===== config.mk =====
export PLATFORM = sky130hd
export DESIGN_NAME = lzbd_queue
export DESIGN_NICKNAME = d
export VERILOG_FILES = /design/src/hw/rtl/lzbd_pkg.sv /design/src/hw/rtl/lzbd_queue.sv
export SDC_FILE = /design/constraint.sdc
export NUM_CORES = 1
export LEC_CHECK = 0
export BUFFER_PORTS_ARGS = -buffer_cell sky130_fd_sc_hd__buf_2
export CAP_MARGIN = 25
export CORE_ASPECT_RATIO = 0.5
export CORE_UTILIZATION = 50
export CTS_CLUSTER_DIAMETER = 30
export DETAILED_ROUTE_END_ITERATION = 6
export GPL_TIMING_DRIVEN = 0
export PLACE_DENSITY_LB_ADDON = 0.25
export SYNTH_ARGS = -nofsm -noshare
export SYNTH_HDL_FRONTEND = slang
export SYNTH_SLANG_ARGS = --single-unit

===== constraint.sdc =====
create_clock -name clk -period 2.3 [get_ports clk]
set_clock_uncertainty 0.1 [all_clocks]
set_input_delay 0.115 -clock clk [delete_from_list [all_inputs] [get_ports clk]]
set_output_delay 0.115 -clock clk [all_outputs]
set_load 0.03 [all_outputs]

===== src/hw/rtl/lzbd_pkg.sv =====
// ----------------------------------------------------------------------------
// lzbd_pkg
// Types and constants shared by the LZ4 block decompressor modules.
// ----------------------------------------------------------------------------
`default_nettype none

package lzbd_pkg;

    localparam int unsigned ADDR_W      = 16;
    localparam int unsigned LEN_W       = 32;
    localparam int unsigned QUEUE_DEPTH = 4;

    localparam logic [3:0] NIB_EXT    = 4'hF;
    localparam logic [7:0] BYTE_EXT   = 8'hFF;
    localparam logic [3:0] MATCH_BIAS = 4'd4;

    typedef enum logic [2:0] {
        ST_OK      = 3'd0,
        ST_REFUSED = 3'd1,
        ST_IDLE    = 3'd2,
        ST_BADOFF  = 3'd3,
        ST_TRUNC   = 3'd4,
        ST_OVER    = 3'd5,
        ST_DISCARD = 3'd6
    } status_t;

    // Input word
    typedef struct packed {
        logic       command;
        logic [7:0] in_byte;
        logic       in_last;
    } item_t;

    // Result word
    typedef struct packed {
        logic       out_valid;
        logic [7:0] out_byte;
        status_t    status;
        logic       copy_pending;
        logic       block_done;
    } result_t;

    // Classified operation from parser to history engine
    typedef struct packed {
        logic              writes;
        logic              is_copy;
        logic [7:0]        lit;
        logic [ADDR_W-1:0] src;
        logic [ADDR_W-1:0] wr_addr;
        status_t           status;
        logic              pending;
        logic              done;
    } op_t;

endpackage

`default_nettype wire


===== src/hw/rtl/lzbd_queue.sv =====
// ----------------------------------------------------------------------------
// lzbd_queue
// Small FIFO of classified operations between parser and history engine.
// ----------------------------------------------------------------------------
`default_nettype none

module lzbd_queue
    import lzbd_pkg::*;
(
    input  wire logic clk,
    input  wire logic rst_n,
    input  wire logic push,
    input  wire op_t  din,
    output logic      full,
    input  wire logic pop,
    output op_t       dout,
    output logic      empty
);

    localparam int unsigned PW = $clog2(QUEUE_DEPTH);

    op_t               slot_reg [QUEUE_DEPTH];
    logic [PW-1:0]     wr_ptr_reg;
    logic [PW-1:0]     rd_ptr_reg;
    logic [PW:0]       count_reg;

    assign full  = (count_reg == (PW + 1)'(QUEUE_DEPTH));
    assign empty = (count_reg == '0);
    assign dout  = slot_reg[rd_ptr_reg];

    // Store pushed word
    always_ff @(posedge clk)
    begin
        if (push)
            slot_reg[wr_ptr_reg] <= din;
    end

    // Advance pointers and occupancy
    always_ff @(posedge clk or negedge rst_n)
    begin
        if (!rst_n)
        begin
            wr_ptr_reg <= '0;
            rd_ptr_reg <= '0;
            count_reg  <= '0;
        end
        else
        begin
            if (push)
                wr_ptr_reg <= wr_ptr_reg + PW'(1);
            if (pop)
                rd_ptr_reg <= rd_ptr_reg + PW'(1);
            if (push && !pop)
                count_reg <= count_reg + (PW + 1)'(1);
            else if (pop && !push)
                count_reg <= count_reg - (PW + 1)'(1);
        end
    end

endmodule

`default_nettype wire


== After elaboration in Yosys (flattened, before gate mapping) ==
Memory sizes are Yosys's and may differ from the RTL's.
Index checks and enable logic that the tools add are counted.

* Register bits after elaboration: 7
* Memory bits (writable): 188
* Input bits: 51
* Output and inout port bits: 49
* Logic and storage cells: 19
* Memories kept: 1

* Add/subtract/negate cells: 4
* Equal/unequal tests: 1
* Mux-type cells: 4
* Reduce and logical (&&, ||, !) cells: 6

{| class="wikitable"
|+ Memories
! name !! words !! bits a word !! rd ports !! clocked after memory_dff !! wr ports !! RTL line !! text
|-
| slot_reg || 4 || 47 || 1 || 0 || 1 || lzbd_queue.sv:22 || <nowiki>op_t slot_reg [QUEUE_DEPTH];</nowiki>
|}

{| class="wikitable"
|+ Operator list
! kind !! number
|-
| 3-bit 2-to-1 mux || 2
|-
| 2-bit by 1-bit adder with 2-bit output, second input constant || 2
|-
| 3-bit by 1-bit adder with 3-bit output, second input constant || 1
|-
| 3-bit equality test, second input constant || 1
|-
| 3-bit logical NOT || 1
|-
| 3-bit by 1-bit subtractor with 3-bit output, second input constant || 1
|-
| 1-bit logical AND || 2
|-
| 1-bit logical NOT || 2
|-
| 1-bit 2-to-1 mux || 2
|-
| 2-bit nonzero test || 1
|}

== Longest topological paths before layout ==
* Word-level depth: 4
* Gate-level depth with buffers: 7
* Gate-level depth less buffers: 7

== Least setup slack after synthesis ==
OpenSTA, ideal clock, no wires.

* Path type: register to register
* Start point: register wr_ptr_reg[0]
* End point: memory slot_reg[2][0] (netlist bit) (enable)
* Data arrival time: 1.740 ns
* Setup slack: 0.051 ns
* Cell stages (with the launch flop): 4
* Clock period less this slack: 2.249 ns
* Path through: dfrtp_1 inv_1 ha_1 and2_1

{| class="wikitable"
|+ RTL lines
! what !! RTL line !! text
|-
| from (decl) || lzbd_queue.sv:23 || <nowiki>logic [PW-1:0] wr_ptr_reg;</nowiki>
|-
| from (signal assigned) || lzbd_queue.sv:50 || <nowiki>wr_ptr_reg <= wr_ptr_reg + PW'(1);</nowiki>
|-
| to (decl) || lzbd_queue.sv:22 ||
|}

Straight into the memory's write port.

==> impl_results.md <==
- # fillers: 921
- Status: complete, no violations
- Fin area: 9139 um2
- Placed instance count: 575
- CP Capture Type: output port
- FP Rows: 30
- Cell Pwr Density: 1303 nW/um2
- Synthesis Warnings: 0
- EDFF count, synth: 188
- Clock buffer depth: 2
- Die width: 171.7 um
- RD Place Congestion: 0.6449
- Syn nets: 337
- 1st-pass router iterations: 4
- Placed cell area: 8019 um2
- WS Path Type: register to output port
- Dpl hpwl: 7881 um
- Total power draw: 11.91 mW
- Post-route DRC violation count: 0
- Final setup fails: 0
- IO buf count: 99
- Max cap viols: 0
- Sw frac: 34.29%
- Post-synth ARST share: 3.590%
- Ys flop type: edfxtp_1
- P_leak: 3.221 nW
- Nets: 510
- Hold depth: 2
- Initial antenna violation count: 0
- Fin Setup TNS: 0 ns
- VDD IR max: 0.6900 mV
- Drt wl/cell: 19.18 um
- First-iteration detailed-routing DRC count: 216
- Routed vias: 3409
- Max FFs per register: 188
- P_int: 7.825 mW
- Hold Crit Class: input port to register
- Antenna viol nets, final: 0
- Register-to-Register Path Depth: 4
- Crit-path most repeated cell: buf_2
- Slew headroom: 55.16%
- Slowest Stage Delay on Critical Path: 0.36 ns
- CTS Buf Count: 17
- P_sw: 4.084 mW
- Slowest CP cell: dfrtp_1
- Crit-path max FO: 10
- Setup ws final: 0.1168 ns
- Ant. Diodes: 0
- Synth top area share: 78.43%
- Vias in the first global route: 3618
- All-layer global routing usage: 18.41%
- Combinational share of power: 34.7%
- Hold Slack: 0.3298 ns
- Share of layout cells above drive strength 1: 41.63%
- Critical Path Start Type: register
- Grt ovf: 0
- RSZ-0062 raised after global routing: false
- # IOs: 100
- CTS tree: yes
- Most frequent cell after synthesis: edfxtp_1
- Initial Utilization: 52.11%
- Worst Tran Pin Value: 0.6726 ns
- Pin count of the biggest net entering global routing: 33
- Vias per std cell: 5.181
- Synth area leaders: edfxtp_1 (78%), mux4_2 (14%), dfrtp_1 (2.4%), ha_1 (0.87%), mux4_1 (0.73%)
- Worst Path Required: 2.09 ns
- Die area: 14910 um2
- First-pass GRT wire length: 19300 um
- Top post-synthesis cells by count: edfxtp_1 (188), mux4_2 (45), dfrtp_1 (7)
- Yosys cell types: 21
- Final core utilization: 66.16%
- Root Buffer: clkbuf_16
- Tmin final: 2.183 ns
- Part of the power in the clock network: 24.7%
- Setup Fix Bufs, Post-CTS: 0
- Synthesized flop and latch total: 195
- Final hold violations: 0
- Core area: 13810 um2
- Seq/Total Area, Yosys: 80.86%
- Skew-Pair Late Insertion Delay: 0.42 ns
- Pre-CTS WS: 0.4495 ns
- CTS H-Tree Depth: 4
- Mean Syn Cell Area: 25.71 um2
- Worst-path cell chain: buf_2 -> buf_2 -> mux4_2 -> buf_2
- Routed WL: 12620 um
- Synth Cell Area: 7198 um2
- Critical path data arrival time: 1.97 ns
- Max Fclk: 0.4580 GHz
- Share of power burned in registers: 40.6%
- CTS Sinks: 195
- Final Slew Violations: 0
- Synth area leader: edfxtp_1
- Synth Instances: 280
- Chip Height: 86.84 um
- Tcrit/Tclk final: 94.92%
- Reg clk slew, reported paths: 0.07 ns
- Synth-to-layout area growth: 26.96%
- Fin cells: 658
==> timing repair <==
| action | CTS | global route |
|---|---|---|
| hold buffers | 51 | 0 |
| endpoints found under the setup margin | 0 | 1 |
| hold endpoints to repair | 199 | 0 |
| resized for setup | 0 | 1 |
==> critical path, delay by kind of cell (launching register included) <==
kind / cells / cell delay, ns
flops: 1 / 0.36
buf+inv: 3 / 0.82
mux: 1 / 0.36
==> cells by family (layout without fill, tap and decap cells) <==
family,after synthesis,after routing,share of synthesized area [%]
and+or+nand+nor,9,9,0.6778
muxes,48,48,14.97
AOI/OAI and AO/OA,1,1,0.06946
DFF,195,195,80.86
xor gates and xnor gates,6,6,0.7300
adders and majority gates,6,6,1.147
buffers and inverters,15,201,1.547
==> layer usage <==
metal	track usage, %	vias to the layer above	share of wire, %
li1	-	1539	-
met1	23.24	1777	43
met2	31.21	79	53
met3	4.749	14	3.6
met4	6.818	0	1.2
met5	0	-	0
==> worst paths after layout <==
kind                                            from                   endpoint  slack (ns)
setup reg to reg           wr_ptr_reg[0]$_DFFE_PN0P_  slot_reg[2][23]$_DFFE_PP_        0.42
hold / removal                               din[32]  slot_reg[2][32]$_DFFE_PP_        0.33
setup / recovery           rd_ptr_reg[1]$_DFFE_PN0P_                    dout[9]        0.12
hold reg to reg             count_reg[2]$_DFFE_PN0P_   count_reg[2]$_DFFE_PN0P_        0.41
max in group asynchronous                      rst_n  wr_ptr_reg[0]$_DFFE_PN0P_        1.25
min in group asynchronous                      rst_n   count_reg[1]$_DFFE_PN0P_        0.57
==> power by group through the flow <==
stage          clock network, mW  logic (mW)  registers, mW
2_1_floorplan                  0        3.02           4.87
3_3_place_gp                   0        3.94           4.91
3_5_place_dp                   0        4.12           4.92
4_1_cts                     3.01        4.20           4.84
5_1_grt                     3.14        4.40           4.89
6_report                    2.94        4.13           4.84
==> cell type report <==
class	instances	area, um2	share of cell area, %
well taps	192	240.2	2.629
inverters	4	15.01	0.1643
flip-flops and latches	195	5821	63.69
plain buffers	11	98.84	1.082
repair buffers	154	1086	11.88
clock inverters	15	181.4	1.985
clock buffers	17	425.4	4.655
multi-input cells	70	1271	13.91
==> placed cells by master, fill, tap and decap left out, drive strengths merged <==
cell / count
xnor2: 2
ha: 5
nand2: 2
mux2: 1
nor2: 1
edfxtp: 188
fa: 1
mux4: 47
clkbuf: 20
nor3: 1
nor3b: 1
dfrtp: 7
buf: 111
clkinv: 7
bufinv: 1
inv: 11
and2: 4
dlygate4sd3: 51
xor2: 4
o21ai: 1
Note: power is estimated with default switching activity, not from simulation.
